## config.mk

```make
export PLATFORM = sky130hd
export DESIGN_NAME = xor_checked_target_frame_receiver_core
export DESIGN_NICKNAME = d
export VERILOG_FILES = /design/src/rtl/core/xfr_pkg.sv /design/src/rtl/core/xfr_front.sv /design/src/rtl/core/xfr_queue.sv /design/src/rtl/core/xfr_back.sv /design/src/rtl/core/xor_checked_target_frame_receiver_core.sv
export SDC_FILE = /design/constraint.sdc
export NUM_CORES = 1
export LEC_CHECK = 0
export BUFFER_PORTS_ARGS = -buffer_cell sky130_fd_sc_hd__buf_2
export CELL_PAD_IN_SITES_DETAIL_PLACEMENT = 1
export CELL_PAD_IN_SITES_GLOBAL_PLACEMENT = 1
export CORE_MARGIN = 5
export CORE_UTILIZATION = 30
export DETAILED_ROUTE_END_ITERATION = 16
export HOLD_SLACK_MARGIN = 0.06
export PLACE_DENSITY = 0.61
export SLEW_MARGIN = 20
export SYNTH_ARGS = -nofsm -noshare
export SYNTH_HDL_FRONTEND = slang
export SYNTH_SLANG_ARGS = --single-unit
```

## constraint.sdc

```tcl
create_clock -name clk -period 5.9 [get_ports clk]
set_clock_uncertainty 0.1 [all_clocks]
set_input_delay 1.475 -clock clk [delete_from_list [all_inputs] [get_ports clk]]
set_output_delay 1.475 -clock clk [all_outputs]
set_load 0.02 [all_outputs]
```

## src/rtl/core/xfr_pkg.sv

```systemverilog
`default_nettype none

package xfr_pkg;

    // Frame bytes and commands
    localparam logic [7:0] HDR_FIRST  = 8'hA5;
    localparam logic [7:0] HDR_SECOND = 8'h5A;
    localparam logic [7:0] CMD_TRACK   = 8'h01;
    localparam logic [7:0] CMD_MISSING = 8'h04;
    localparam logic [7:0] CMD_HALT    = 8'hFF;

    // Body byte positions within a frame
    localparam logic [3:0] POS_CMD      = 4'd2;
    localparam logic [3:0] POS_PAN_LO   = 4'd3;
    localparam logic [3:0] POS_PAN_HI   = 4'd4;
    localparam logic [3:0] POS_TILT_LO  = 4'd5;
    localparam logic [3:0] POS_TILT_HI  = 4'd6;
    localparam logic [3:0] POS_CHECK    = 4'd9;

    // Timing
    localparam int          WIN_W      = 10;
    localparam logic [WIN_W-1:0] WINDOW_MS = WIN_W'(500);
    localparam logic [15:0] CENTER_POS = 16'd900;

    // Item kinds
    localparam logic KIND_BYTE = 1'b0;
    localparam logic KIND_TICK = 1'b1;

    // Configuration
    localparam int          CFG_IDX_W       = 2;
    localparam logic [CFG_IDX_W-1:0] CFG_LOST_TIMEOUT = CFG_IDX_W'(0);
    localparam logic [CFG_IDX_W-1:0] CFG_TICK_STEP    = CFG_IDX_W'(1);
    localparam logic [15:0] LOST_TIMEOUT_RST = 16'd500;
    localparam logic [7:0]  TICK_STEP_RST    = 8'd10;

    // Result event codes
    localparam logic [1:0] EV_NONE   = 2'd0;
    localparam logic [1:0] EV_TARGET = 2'd1;
    localparam logic [1:0] EV_LOST   = 2'd2;
    localparam logic [1:0] EV_STOP   = 2'd3;

    typedef enum logic [2:0] {
        OP_NONE,
        OP_TICK,
        OP_TARGET,
        OP_LOST,
        OP_STOP
    } op_t;

    typedef struct packed {
        logic       kind;
        logic [7:0] rx_byte;
    } in_item_t;

    typedef struct packed {
        logic [1:0]  frame_event;
        logic [15:0] target_pan;
        logic [15:0] target_tilt;
        logic        target_lost;
        logic [7:0]  frame_rate;
    } out_item_t;

    // One classified item on its way from the parser to the executor
    typedef struct packed {
        op_t         op;
        logic [15:0] pan;
        logic [15:0] tilt;
    } q_entry_t;

    typedef struct packed {
        logic empty;
        logic full;
    } q_status_t;

endpackage

`default_nettype wire

```

## src/rtl/core/xfr_front.sv

```systemverilog
`default_nettype none

module xfr_front
    import xfr_pkg::*;
(
    input  wire logic      clk,
    input  wire logic      rst_n,
    input  wire logic      accept,
    input  wire in_item_t  item,
    output q_entry_t       entry
);

    typedef enum logic [1:0] {
        PH_HDR1,
        PH_HDR2,
        PH_BODY
    } phase_t;

    phase_t      phase_reg, phase_next;
    logic [3:0]  pos_reg, pos_next;
    logic [7:0]  chk_reg, chk_next;
    logic [7:0]  cmd_reg, cmd_next;
    logic [15:0] pan_reg, pan_next;
    logic [15:0] tilt_reg, tilt_next;
    op_t         op;
    logic [7:0]  b;

    assign b = item.rx_byte;

    always_comb
    begin
        phase_next = phase_reg;
        pos_next   = pos_reg;
        chk_next   = chk_reg;
        cmd_next   = cmd_reg;
        pan_next   = pan_reg;
        tilt_next  = tilt_reg;
        op         = OP_NONE;
        if (item.kind == KIND_TICK)
        begin
            op = OP_TICK;
        end
        else
        begin
            unique case (phase_reg)
                PH_HDR1:
                begin
                    if (b == HDR_FIRST)
                    begin
                        chk_next   = b;
                        phase_next = PH_HDR2;
                    end
                end
                PH_HDR2:
                begin
                    if (b == HDR_SECOND)
                    begin
                        chk_next   = HDR_FIRST ^ b;
                        pos_next   = POS_CMD;
                        phase_next = PH_BODY;
                    end
                    else if (b == HDR_FIRST)
                    begin
                        chk_next = b;
                    end
                    else
                    begin
                        phase_next = PH_HDR1;
                    end
                end
                PH_BODY:
                begin
                    case (pos_reg)
                        POS_CMD:     cmd_next  = b;
                        POS_PAN_LO:  pan_next  = {8'h00, b};
                        POS_PAN_HI:  pan_next  = {b, pan_reg[7:0]};
                        POS_TILT_LO: tilt_next = {8'h00, b};
                        POS_TILT_HI: tilt_next = {b, tilt_reg[7:0]};
                        default:     ;
                    endcase
                    if (pos_reg >= POS_CHECK)
                    begin
                        phase_next = PH_HDR1;
                        pos_next   = 4'd0;
                        if (b == chk_reg)
                        begin
                            unique case (cmd_reg)
                                CMD_TRACK:   op = OP_TARGET;
                                CMD_MISSING: op = OP_LOST;
                                CMD_HALT:    op = OP_STOP;
                                default:     op = OP_NONE;
                            endcase
                        end
                    end
                    else
                    begin
                        chk_next = chk_reg ^ b;
                        pos_next = pos_reg + 4'd1;
                    end
                end
                default:
                begin
                    phase_next = PH_HDR1;
                end
            endcase
        end
    end

    // Pan and tilt are complete by the check byte
    assign entry = '{op: op, pan: pan_reg, tilt: tilt_reg};

    always_ff @(posedge clk or negedge rst_n)
    begin
        if (!rst_n)
        begin
            phase_reg <= PH_HDR1;
            pos_reg   <= 4'd0;
            chk_reg   <= 8'd0;
            cmd_reg   <= 8'd0;
            pan_reg   <= 16'd0;
            tilt_reg  <= 16'd0;
        end
        else if (accept)
        begin
            phase_reg <= phase_next;
            pos_reg   <= pos_next;
            chk_reg   <= chk_next;
            cmd_reg   <= cmd_next;
            pan_reg   <= pan_next;
            tilt_reg  <= tilt_next;
        end
    end

endmodule

`default_nettype wire

```

## src/rtl/core/xfr_queue.sv

```systemverilog
`default_nettype none

module xfr_queue
    import xfr_pkg::*;
(
    input  wire logic      clk,
    input  wire logic      rst_n,
    input  wire logic      push,
    input  wire q_entry_t  push_entry,
    input  wire logic      pop,
    output q_entry_t       pop_entry,
    output q_status_t      status
);

    q_entry_t   mem_reg [2];
    logic       wr_ptr_reg, wr_ptr_next;
    logic       rd_ptr_reg, rd_ptr_next;
    logic [1:0] count_reg, count_next;

    assign wr_ptr_next = push ? ~wr_ptr_reg : wr_ptr_reg;
    assign rd_ptr_next = pop ? ~rd_ptr_reg : rd_ptr_reg;

    always_comb
    begin
        count_next = count_reg;
        if (push && !pop)
            count_next = count_reg + 2'd1;
        else if (pop && !push)
            count_next = count_reg - 2'd1;
    end

    assign status.empty = (count_reg == 2'd0);
    assign status.full  = (count_reg == 2'd2);
    assign pop_entry    = mem_reg[rd_ptr_reg];

    always_ff @(posedge clk)
    begin
        if (push)
            mem_reg[wr_ptr_reg] <= push_entry;
    end

    always_ff @(posedge clk or negedge rst_n)
    begin
        if (!rst_n)
        begin
            wr_ptr_reg <= 1'b0;
            rd_ptr_reg <= 1'b0;
            count_reg  <= 2'd0;
        end
        else
        begin
            wr_ptr_reg <= wr_ptr_next;
            rd_ptr_reg <= rd_ptr_next;
            count_reg  <= count_next;
        end
    end

endmodule

`default_nettype wire

```

## src/rtl/core/xfr_back.sv

```systemverilog
`default_nettype none

module xfr_back
    import xfr_pkg::*;
(
    input  wire logic                 clk,
    input  wire logic                 rst_n,
    input  wire q_status_t            q_stat,
    input  wire q_entry_t             entry,
    output logic                      pop,
    input  wire logic                 cfg_write,
    input  wire logic [CFG_IDX_W-1:0] cfg_index,
    input  wire logic [15:0]          cfg_data,
    output logic                      out_valid,
    input  wire logic                 out_ready,
    output out_item_t                 out_data
);

    logic [15:0]      timeout_reg;
    logic [7:0]       step_reg;
    logic [15:0]      pan_reg, pan_next;
    logic [15:0]      tilt_reg, tilt_next;
    logic             lost_reg, lost_next;
    logic [31:0]      since_frame_reg, since_frame_next;
    logic [WIN_W-1:0] since_win_reg, since_win_next, win_sum;
    logic [7:0]       frames_reg, frames_next;
    logic [7:0]       rate_reg, rate_next;
    logic [1:0]       event_code;
    logic             out_valid_reg;
    out_item_t        out_data_reg;

    assign pop       = !q_stat.empty && (!out_valid_reg || out_ready);
    assign out_valid = out_valid_reg;
    assign out_data  = out_data_reg;
    assign win_sum   = since_win_reg + WIN_W'(step_reg);

    always_comb
    begin
        pan_next         = pan_reg;
        tilt_next        = tilt_reg;
        lost_next        = lost_reg;
        since_frame_next = since_frame_reg;
        since_win_next   = since_win_reg;
        frames_next      = frames_reg;
        rate_next        = rate_reg;
        event_code       = EV_NONE;
        case (entry.op)
            OP_TICK:
            begin
                since_frame_next = since_frame_reg + 32'(step_reg);
                since_win_next   = win_sum;
                if (win_sum >= WINDOW_MS)
                begin
                    rate_next      = {frames_reg[6:0], 1'b0};
                    frames_next    = 8'd0;
                    since_win_next = '0;
                end
            end
            OP_TARGET:
            begin
                pan_next         = entry.pan;
                tilt_next        = entry.tilt;
                lost_next        = 1'b0;
                since_frame_next = 32'd0;
                frames_next      = frames_reg + 8'd1;
                event_code       = EV_TARGET;
            end
            OP_LOST:
            begin
                lost_next        = 1'b1;
                since_frame_next = 32'd0;
                event_code       = EV_LOST;
            end
            OP_STOP:
            begin
                lost_next  = 1'b1;
                event_code = EV_STOP;
            end
            default: ;
        endcase
        // Latch lost once the frame gap runs past the timeout
        if (since_frame_next > 32'(timeout_reg))
            lost_next = 1'b1;
    end

    always_ff @(posedge clk or negedge rst_n)
    begin
        if (!rst_n)
        begin
            timeout_reg <= LOST_TIMEOUT_RST;
            step_reg    <= TICK_STEP_RST;
        end
        else if (cfg_write)
        begin
            if (cfg_index == CFG_LOST_TIMEOUT)
                timeout_reg <= cfg_data;
            else if (cfg_index == CFG_TICK_STEP)
                step_reg <= cfg_data[7:0];
        end
    end

    always_ff @(posedge clk or negedge rst_n)
    begin
        if (!rst_n)
        begin
            pan_reg         <= CENTER_POS;
            tilt_reg        <= CENTER_POS;
            lost_reg        <= 1'b1;
            since_frame_reg <= 32'd0;
            since_win_reg   <= '0;
            frames_reg      <= 8'd0;
            rate_reg        <= 8'd0;
            out_valid_reg   <= 1'b0;
        end
        else
        begin
            if (pop)
            begin
                pan_reg         <= pan_next;
                tilt_reg        <= tilt_next;
                lost_reg        <= lost_next;
                since_frame_reg <= since_frame_next;
                since_win_reg   <= since_win_next;
                frames_reg      <= frames_next;
                rate_reg        <= rate_next;
                out_valid_reg   <= 1'b1;
            end
            else if (out_ready)
            begin
                out_valid_reg <= 1'b0;
            end
        end
    end

    always_ff @(posedge clk)
    begin
        if (pop)
        begin
            out_data_reg <= '{frame_event: event_code, target_pan: pan_next,
                              target_tilt: tilt_next, target_lost: lost_next,
                              frame_rate: rate_next};
        end
    end

endmodule

`default_nettype wire

```

## src/rtl/core/xor_checked_target_frame_receiver_core.sv

```systemverilog
// Path: an accepted transaction is written into the queue, and the executor
// pops it into the output register once that register is free or being taken.
// Throughput: one transaction per cycle while the queue has room and the
// output is not stalled; parser and executor update state once per item.
// Reset (rst_n, async, active low): parser waits for a header, targets at
// center, target flagged lost, timeout 500 ms, tick step 10 ms, queue empty.
`default_nettype none

module xor_checked_target_frame_receiver_core
    import xfr_pkg::*;
(
    input  wire logic                 clk,
    input  wire logic                 rst_n,
    input  wire logic                 in_valid,
    output logic                      in_ready,
    input  wire in_item_t             in_data,
    output logic                      out_valid,
    input  wire logic                 out_ready,
    output out_item_t                 out_data,
    input  wire logic                 cfg_valid,
    output logic                      cfg_ready,
    input  wire logic [CFG_IDX_W-1:0] cfg_index,
    input  wire logic [15:0]          cfg_data
);

    // Front end: the frame parser classifies each input transaction into
    // one operation (tick, target, lost, stop or nothing) and pushes it.
    // Back end: the executor pops one operation per cycle unless stalled; it
    // updates the targets, window counters, lost flag and output register.
    // A two-entry queue sits between them so either side can stall alone.

    q_entry_t  front_entry;
    q_entry_t  q_head;
    q_status_t q_stat;
    logic      in_accept;
    logic      q_pop;

    // Accept while the queue has room; registers always take writes
    assign in_ready  = !q_stat.full;
    assign in_accept = in_valid && in_ready;
    assign cfg_ready = 1'b1;

    xfr_front u_front (
        .clk    (clk),
        .rst_n  (rst_n),
        .accept (in_accept),
        .item   (in_data),
        .entry  (front_entry)
    );

    xfr_queue u_queue (
        .clk        (clk),
        .rst_n      (rst_n),
        .push       (in_accept),
        .push_entry (front_entry),
        .pop        (q_pop),
        .pop_entry  (q_head),
        .status     (q_stat)
    );

    xfr_back u_back (
        .clk       (clk),
        .rst_n     (rst_n),
        .q_stat    (q_stat),
        .entry     (q_head),
        .pop       (q_pop),
        .cfg_write (cfg_valid && cfg_ready),
        .cfg_index (cfg_index),
        .cfg_data  (cfg_data),
        .out_valid (out_valid),
        .out_ready (out_ready),
        .out_data  (out_data)
    );

`ifndef SYNTHESIS
    // Never push into a full queue
    a_no_push_full: assert property (@(posedge clk) disable iff (!rst_n)
        in_accept |-> !q_stat.full)
        else $error("push into full queue");

    // Never pop an empty queue
    a_no_pop_empty: assert property (@(posedge clk) disable iff (!rst_n)
        q_pop |-> !q_stat.empty)
        else $error("pop from empty queue");

    // A target frame always clears the lost flag
    a_target_found: assert property (@(posedge clk) disable iff (!rst_n)
        (out_valid && out_data.frame_event == EV_TARGET) |-> !out_data.target_lost)
        else $error("target frame left lost flag set");

    // Lost and stop frames always set the lost flag
    a_lost_stop_flag: assert property (@(posedge clk) disable iff (!rst_n)
        (out_valid && (out_data.frame_event == EV_LOST ||
                       out_data.frame_event == EV_STOP)) |-> out_data.target_lost)
        else $error("lost or stop frame without lost flag");
`endif

endmodule

`default_nettype wire

```

==> summary.md, run 1 <==
| Metric | Value |
|---|---|
| Total grt overflow | `0` |
| RePlAce Congestion | `0.836` |
| Slew Limit Fails | `0` |
| Finished Layout Cells | `1891` |
| Largest register FFs | `70` |
| Iter 0 DRT Violations | `565` |
| Crit-path leading delay family | `simple AND/OR/NAND/NOR gates` |
| Top Metal Used | `met4` |
| First-pass GRT wire length | `56500 um` |
| Vias in the first global route | `10100` |
| CP Capture Type | `register` |
| Metal2 WL | `16000 um` |
| GRT Resource Usage Total | `13.9%` |
| Leakage | `6.70 nW` |
| CTS buffer count | `35` |
| Critical path type | `reg2reg` |
| Worst Tran Pin Value | `1.03 ns` |
| Asr flop ratio synth | `60.5%` |
| Metal3 WL | `1570 um` |
| CP peak stage delay | `0.80 ns` |
| Final hold violation count | `0` |
| DP Worst Slack | `0.754 ns` |
| Port Buf Inserts | `76` |
| Hold WC Path Type | `reg2reg` |
| Worst hold path cell count | `0` |
| RSZ-0062 raised after global routing | `false` |
| Core area | `0.0442 sq mm` |
| Hold_sp | `u_front.pan_reg[4]$_DFFE_PN0P_` |
| Number of clock sinks | `286` |
| CP bufs+invs | `0` |
| Share of layout cells above drive strength 1 | `17.8%` |
| Row count | `77` |
| Slowest CP cell | `a2111oi_0` |
| Die Ht | `222 um` |
| Maximum clock path buffer count | `3` |
| Yosys warns | `0` |
| Critical Path RT | `6.08 ns` |
| Most frequent cells in the layout | `nand2_1 (211), dfrtp_1 (155), edfxtp_1 (113)` |
| Hold Path End | `u_queue.mem_reg[1][20]$_DFFE_PP_` |
| # resized after CTS | `0` |
| Number of enable flip-flop cells after synthesis | `113` |
| Power density cells | `472 mW/mm^2` |
| Setup violations, final | `0` |
| Hpwl dp | `23400 um` |
| Num ports | `78` |
| Final Cycle Share | `87.5%` |
| Hold_buf cts | `0` |
| # Max-Cap Violations | `0` |
| Net Count, Synth | `1278` |
| Slew margin rel. | `31.1%` |
| Status | `finished clean` |
| Seq cells post-synth | `286` |
| Startpoint Class | `register` |
| Reg2reg start | `u_back.since_frame_reg[0]$_DFFE_PN0P_` |
| Post-route ant nets | `0` |
| Layout fillers | `4866` |
| Achievable Freq | `0.194 GHz` |
| DRC | `0` |
| Pre-antenna DRT Iters | `4` |
| Die ar. | `0.0491 sq mm` |
| Die Wd | `222 um` |
| Post-CTS Setup Inserts | `0` |
| Pin count of the biggest net entering global routing | `90` |
| Reg2Reg Depth | `18` |
| Worst-skew pair later-pin latency | `0.53 ns` |
| Routed wire per std cell | `18.2 um` |
| Initial Utilization | `30.4%` |
| Vias | `9374` |
| M1 WL | `16100 um` |
| Cell variety after synth | `77` |
| Nets | `1348` |
| Post-synthesis sequential area ratio | `57.7%` |
| CTS tree | `built` |
| Vias/cell | `4.96` |
| CP most frequent cell | `nand2_1` |
| WL final | `34400 um` |
| Placed Instances | `1826` |
| Setup ws final | `0.737 ns` |
| Initial antenna violation count | `1` |
| Post-Syn Area | `0.0134 sq mm` |
| Tmin final | `5.16 ns` |
| Commonest non-fill, non-tap cell in the layout | `nand2_1` |
| Main flop type after synthesis | `dfrtp_1` |
| Fin Setup TNS | `0 ns` |
| Max Fanout on Critical Path | `10` |
| Worst-path clk slew | `0.06 ns` |
| Peak VDD IR | `0.220 mV` |
| CP arrival | `5.34 ns` |
| Clock root cell | `clkbuf_16` |
| R2r setup slk | `0.74 ns` |
| Area Growth Syn to Fin | `16.0%` |
| Post-Syn Area per Cell | `11.2 sq um` |
| Worst reg2reg endpoint | `u_back.out_data[8]$_DFFE_PP_` |
| H-tree Lvls | `2` |
| Mapped Cells | `1201` |
| CP Cell Sequence | `ha_1 > fa_1 > a211oi_1 > nor4_1 > or2_2 > nand2_1 > nor4_1 > xnor2_1 > nor2_1 > ha_1 > nand2_1 > nor3_1 > nand2_1 > and2_1 > a2111oi_0 > o41ai_1 > and4b_1 > nand2_1` |
[worst reg2reg max path: stages (launching register included)]
cell and delay [ns]:
dfrtp_1 0.36, ha_1 0.22, fa_1 0.26, a211oi_1 0.10, nor4_1 0.57, or2_2 0.33, nand2_1 0.13, nor4_1 0.35
xnor2_1 0.20, nor2_1 0.07, ha_1 0.31, nand2_1 0.06, nor3_1 0.24, nand2_1 0.10, and2_1 0.16, a2111oi_0 0.80
o41ai_1 0.18, and4b_1 0.31, nand2_1 0.06
[area by class of cell]
type	instances	area, sq um	area share [%]
Inverter	41	154	0.988
Clock buffer	43	926	5.94
Tap cell	592	741	4.75
Sequential cell	286	7740	49.7
Clock inverter	21	161	1.04
Antenna cell	1	2.50	0.0161
Multi-Input combinational cell	816	5330	34.2
Timing Repair Buffer	91	524	3.37
[where the power goes]
part	switching (W)	leakage, nW	internal (W)	total, W
clock	0.000865	0.546	0.00118	0.00204
combinational	0.00153	2.82	0.000809	0.00234
sequential	0.000269	3.33	0.00270	0.00297
total	0.00266	6.70	0.00469	0.00735
[through the flow]
step	utilization, %	instance area, sq um	hold WS [ns]	total power (W)
after floorplan	-	13400	0.338	0.00457
after global placement	32.7	14500	0.348	0.00529
after detailed placement	32.8	14500	0.357	0.00539
after CTS	35.2	15600	0.372	0.00749
after global routing	35.2	15600	0.387	0.00786
final	35.2	15600	0.369	0.00735
[kinds of logic (layout without fill, tap and decap cells)]
family                     after synthesis  in the layout  share of synthesized area (%)
AOI/OAI and AO/OA                      244            244                           11.5
xor gates and xnor gates                44             44                           2.93
adders and majority gates               45             45                           4.30
buffers and inverters                   99            196                           2.84
DFF                                    286            286                           57.7
muxes                                   81             81                           6.45
other                                    1              2                         0.0279
and+or+nand+nor                        401            401                           14.3
[layer usage]
metal | up-vias | track usage, %
li1 | 4447 | -
met1 | 4741 | 19.1
met2 | 145 | 22.6
met3 | 41 | 2.65
met4 | 0 | 3.84
met5 | - | 0
[Yosys cell counts (14+ instances only)]
| library cell | instances | area share (%) |
|---|---|---|
| a21oi_1 | 32 | 1.2 |
| a22o_1 | 19 | 1.2 |
| clkbuf_1 | 44 | 1.2 |
| dfrtp_1 | 156 | 29 |
| dfstp_2 | 17 | 3.3 |
| edfxtp_1 | 113 | 25 |
| ha_1 | 43 | 4.0 |
| inv_1 | 40 | 1.1 |
| mux2_2 | 44 | 3.7 |
| mux2i_1 | 37 | 2.8 |
| nand2_1 | 211 | 5.9 |
| nand3_1 | 31 | 1.2 |
| nand4_1 | 15 | 0.70 |
| nor2_1 | 54 | 1.5 |
| nor3_1 | 14 | 0.52 |
| o21ai_0 | 113 | 4.2 |
| xnor2_1 | 19 | 1.2 |
| xor2_1 | 24 | 1.6 |
[worst max-delay path by stage]
stage / cells after the start / slack (ns) / startpoint / to
3_5_place_dp: 18 / 0.75 / u_back.since_frame_reg[0]$_DFFE_PN0P_ / u_back.out_data[8]$_DFFE_PP_
5_1_grt: 18 / 0.24 / u_back.step_reg[0]$_DFFE_PN0P_ / u_back.out_data[8]$_DFFE_PP_
3_3_place_gp: 17 / 0.94 / u_back.step_reg[1]$_DFFE_PN1P_ / u_back.out_data[8]$_DFFE_PP_
2_1_floorplan: 18 / 1.76 / u_back.step_reg[1]$_DFFE_PN1P_ / u_back.out_data[8]$_DFFE_PP_
6_report: 18 / 0.74 / u_back.since_frame_reg[0]$_DFFE_PN0P_ / u_back.out_data[8]$_DFFE_PP_
4_1_cts: 18 / 0.71 / u_back.since_frame_reg[0]$_DFFE_PN0P_ / u_back.out_data[8]$_DFFE_PP_
Note: power is estimated with default switching activity, not from simulation.
==> run 2, diff against run 1 <==
==> constraint.sdc (replaced) <==
create_clock -name clk -period 5.9 [get_ports clk]
set_clock_uncertainty 0.1 [all_clocks]
set_input_delay 0.295 -clock clk [delete_from_list [all_inputs] [get_ports clk]]
set_output_delay 0.295 -clock clk [all_outputs]
set_load 0.02 [all_outputs]
==> run 2 against run 1 <==
Compared with the run above: combinational power about the same; register-to-register slack got worse by 0.03 ns; fmax fell by 0.64%; die area is the same; highest routed layer unchanged; worst setup slack worse by 0.033 ns.
==> summary.md, run 2 (synthesis results as in run 1) <==
| Metric | Value |
|---|---|
| Number of clock sinks | `286 (unchanged)` |
| Iter 0 DRT Violations | `610 (was 565)` |
| Status | `finished clean (unchanged)` |
| Hold Path End | `u_queue.wr_ptr_reg$_DFFE_PN0P_ (was u_queue.mem_reg[1][20]$_DFFE_PP_)` |
| RePlAce Congestion | `0.814 (was 0.836)` |
| Initial Utilization | `30.4% (unchanged)` |
| Slowest CP cell | `a2111oi_0 (unchanged)` |
| First-pass GRT wire length | `56000 um (was 56500 um)` |
| # resized after CTS | `0 (unchanged)` |
| Total grt overflow | `0 (unchanged)` |
| Crit-path leading delay family | `simple AND/OR/NAND/NOR gates (unchanged)` |
| Hold_sp | `in_valid (was u_front.pan_reg[4]$_DFFE_PN0P_)` |
| Worst Tran Pin Value | `0.922 ns (was 1.03 ns)` |
| CP bufs+invs | `0 (unchanged)` |
| Final Cycle Share | `88.1% (was 87.5%)` |
| GRT Resource Usage Total | `13.8% (was 13.9%)` |
| Worst-path clk slew | `0.06 ns (about the same)` |
| Critical path type | `reg2reg (unchanged)` |
| Slew margin rel. | `36.9% (was 31.1%)` |
| Most frequent cells in the layout | `nand2_1 (211), dfrtp_1 (155), edfxtp_1 (113) (unchanged)` |
| Worst reg2reg endpoint | `u_back.out_data[8]$_DFFE_PP_ (unchanged)` |
| WHS | `0.137 ns (was 0.369 ns)` |
| CP Cell Sequence | `ha_1 > fa_1 > a211oi_1 > nor4_1 > or2_2 > nand2_1 > nor4_1 > xnor2_1 > nor2_1 > ha_1 > nand2_1 > nor3_1 > nand2_1 > and2_1 > a2111oi_0 > o41ai_1 > and4b_1 > nand2_1 (unchanged)` |
| Num ports | `78 (unchanged)` |
| Reg2reg start | `u_back.step_reg[0]$_DFFE_PN0P_ (was u_back.since_frame_reg[0]$_DFFE_PN0P_)` |
| Pre-antenna DRT Iters | `7 (was 4)` |
| Peak VDD IR | `0.208 mV (was 0.220 mV)` |
| CP peak stage delay | `0.83 ns (was 0.80 ns)` |
| Row count | `77 (unchanged)` |
| Worst hold path cell count | `3 (was 0)` |
| Pin count of the biggest net entering global routing | `139 (was 90)` |
| RSZ-0062 raised after global routing | `false (unchanged)` |
| WL final | `33900 um (was 34400 um)` |
| CP most frequent cell | `nand2_1 (unchanged)` |
| Final hold violation count | `0 (unchanged)` |
| Commonest non-fill, non-tap cell in the layout | `nand2_1 (unchanged)` |
| Largest register FFs | `70 (unchanged)` |
| Critical Path RT | `6.07 ns (was 6.08 ns)` |
| Core area | `0.0442 sq mm (unchanged)` |
| Routed wire per std cell | `17.7 um (was 18.2 um)` |
| Startpoint Class | `register (unchanged)` |
| CTS tree | `built (unchanged)` |
| Vias/cell | `4.94 (was 4.96)` |
| Die Wd | `222 um (unchanged)` |
| Slew Limit Fails | `0 (unchanged)` |
| DRC | `0 (unchanged)` |
| Layout fillers | `4842 (was 4866)` |
| CP Capture Type | `register (unchanged)` |
| Setup ws final | `0.704 ns (was 0.737 ns)` |
| Leakage | `6.78 nW (was 6.70 nW)` |
| Worst-skew pair later-pin latency | `0.52 ns (was 0.53 ns)` |
| Final core occ | `35.8% (was 35.2%)` |
| Tmin final | `5.20 ns (was 5.16 ns)` |
| R2r setup slk | `0.70 ns (was 0.74 ns)` |
| DP Worst Slack | `0.853 ns (was 0.754 ns)` |
| Clock root cell | `clkbuf_16 (unchanged)` |
| Fin Setup TNS | `0 ns (unchanged)` |
| Die Ht | `222 um (unchanged)` |
| Share of layout cells above drive strength 1 | `17.1% (was 17.8%)` |
| Reg2Reg Depth | `18 (unchanged)` |
| Nets | `1374 (was 1348)` |
| Port Buf Inserts | `76 (unchanged)` |
| Hold WC Path Type | `in2reg (was reg2reg)` |
| Vias in the first global route | `10000 (was 10100)` |
| Max Fanout on Critical Path | `10 (unchanged)` |
| Post-route ant nets | `0 (unchanged)` |
| # Max-Cap Violations | `0 (unchanged)` |
| Overall power | `0.00731 W (was 0.00735 W)` |
| Vias | `9459 (was 9374)` |
| CTS buffer count | `35 (unchanged)` |
| Initial antenna violation count | `1 (unchanged)` |
| Setup violations, final | `0 (unchanged)` |
| Area Growth Syn to Fin | `17.8% (was 16.0%)` |
| Die ar. | `0.0491 sq mm (unchanged)` |
| Power density cells | `462 mW/mm^2 (was 472 mW/mm^2)` |
| Area of the multi-input gates | `0.00533 sq mm (unchanged)` |
| H-tree Lvls | `2 (unchanged)` |
| CP arrival | `5.36 ns (was 5.34 ns)` |
| # diodes | `0 (was 1)` |
| Hpwl dp | `22600 um (was 23400 um)` |
| Maximum clock path buffer count | `3 (unchanged)` |
| Achievable Freq | `0.192 GHz (was 0.194 GHz)` |
| FF/Latch Area | `0.00774 sq mm (unchanged)` |
## run 2: power breakdown
part,switching (W),internal (W),leakage (nW)
Sequential,0.000270,0.00270,3.33
Clock,0.000845,0.00117,0.519
Combinational,0.00151,0.000814,2.92
Total,0.00263,0.00468,6.78
## run 2: metal layers
layer | vias to the layer above | share of wire, % | track usage (%)
li1 | 4502 | - | -
met1 | 4767 | 48 | 19.2
met2 | 147 | 46 | 22.0
met3 | 43 | 4.5 | 2.95
met4 | 0 | 2.0 | 3.78
met5 | - | 0 | 0
## run 2: worst max path at each step
stage                     slack [ns]                                   from  cells after the start                            to
after floorplan                 1.76         u_back.step_reg[1]$_DFFE_PN1P_                     18  u_back.out_data[8]$_DFFE_PP_
final                           0.70         u_back.step_reg[0]$_DFFE_PN0P_                     18  u_back.out_data[8]$_DFFE_PP_
after detailed placement        0.85         u_back.step_reg[0]$_DFFE_PN0P_                     18  u_back.out_data[8]$_DFFE_PP_
after global placement          0.92  u_back.since_frame_reg[0]$_DFFE_PN0P_                     18  u_back.out_data[8]$_DFFE_PP_
after global routing            0.41  u_back.since_frame_reg[0]$_DFFE_PN0P_                     18  u_back.out_data[8]$_DFFE_PP_
after CTS                       0.82  u_back.since_frame_reg[0]$_DFFE_PN0P_                     18  u_back.out_data[8]$_DFFE_PP_
## run 2: worst min-delay path: stages
cell	delay (ns)
buf_2	0.11
nand2_1	0.21
xnor2_1	0.10
## run 2: final cells by class
class / instances / share of cell area, %
repair buffers: 117 / 4.97
clock buffers: 51 / 6.23
multi-input cells: 816 / 33.7
well taps: 592 / 4.68
flip-flops and latches: 286 / 49.0
inverters: 41 / 0.973
clock inverters: 12 / 0.530
## run 2: repair_timing
item	in CTS	in global routing
hold endpoints to repair	78	0
hold buffers	27	0
buffers inserted	0	0
## run 2: through the flow
stage	cell area, sq um	std cells
finish	15800	1915
detailed placement	14500	1824
floorplan	13400	1201
CTS	15800	1914
global placement	14500	1824
global route	15800	1915
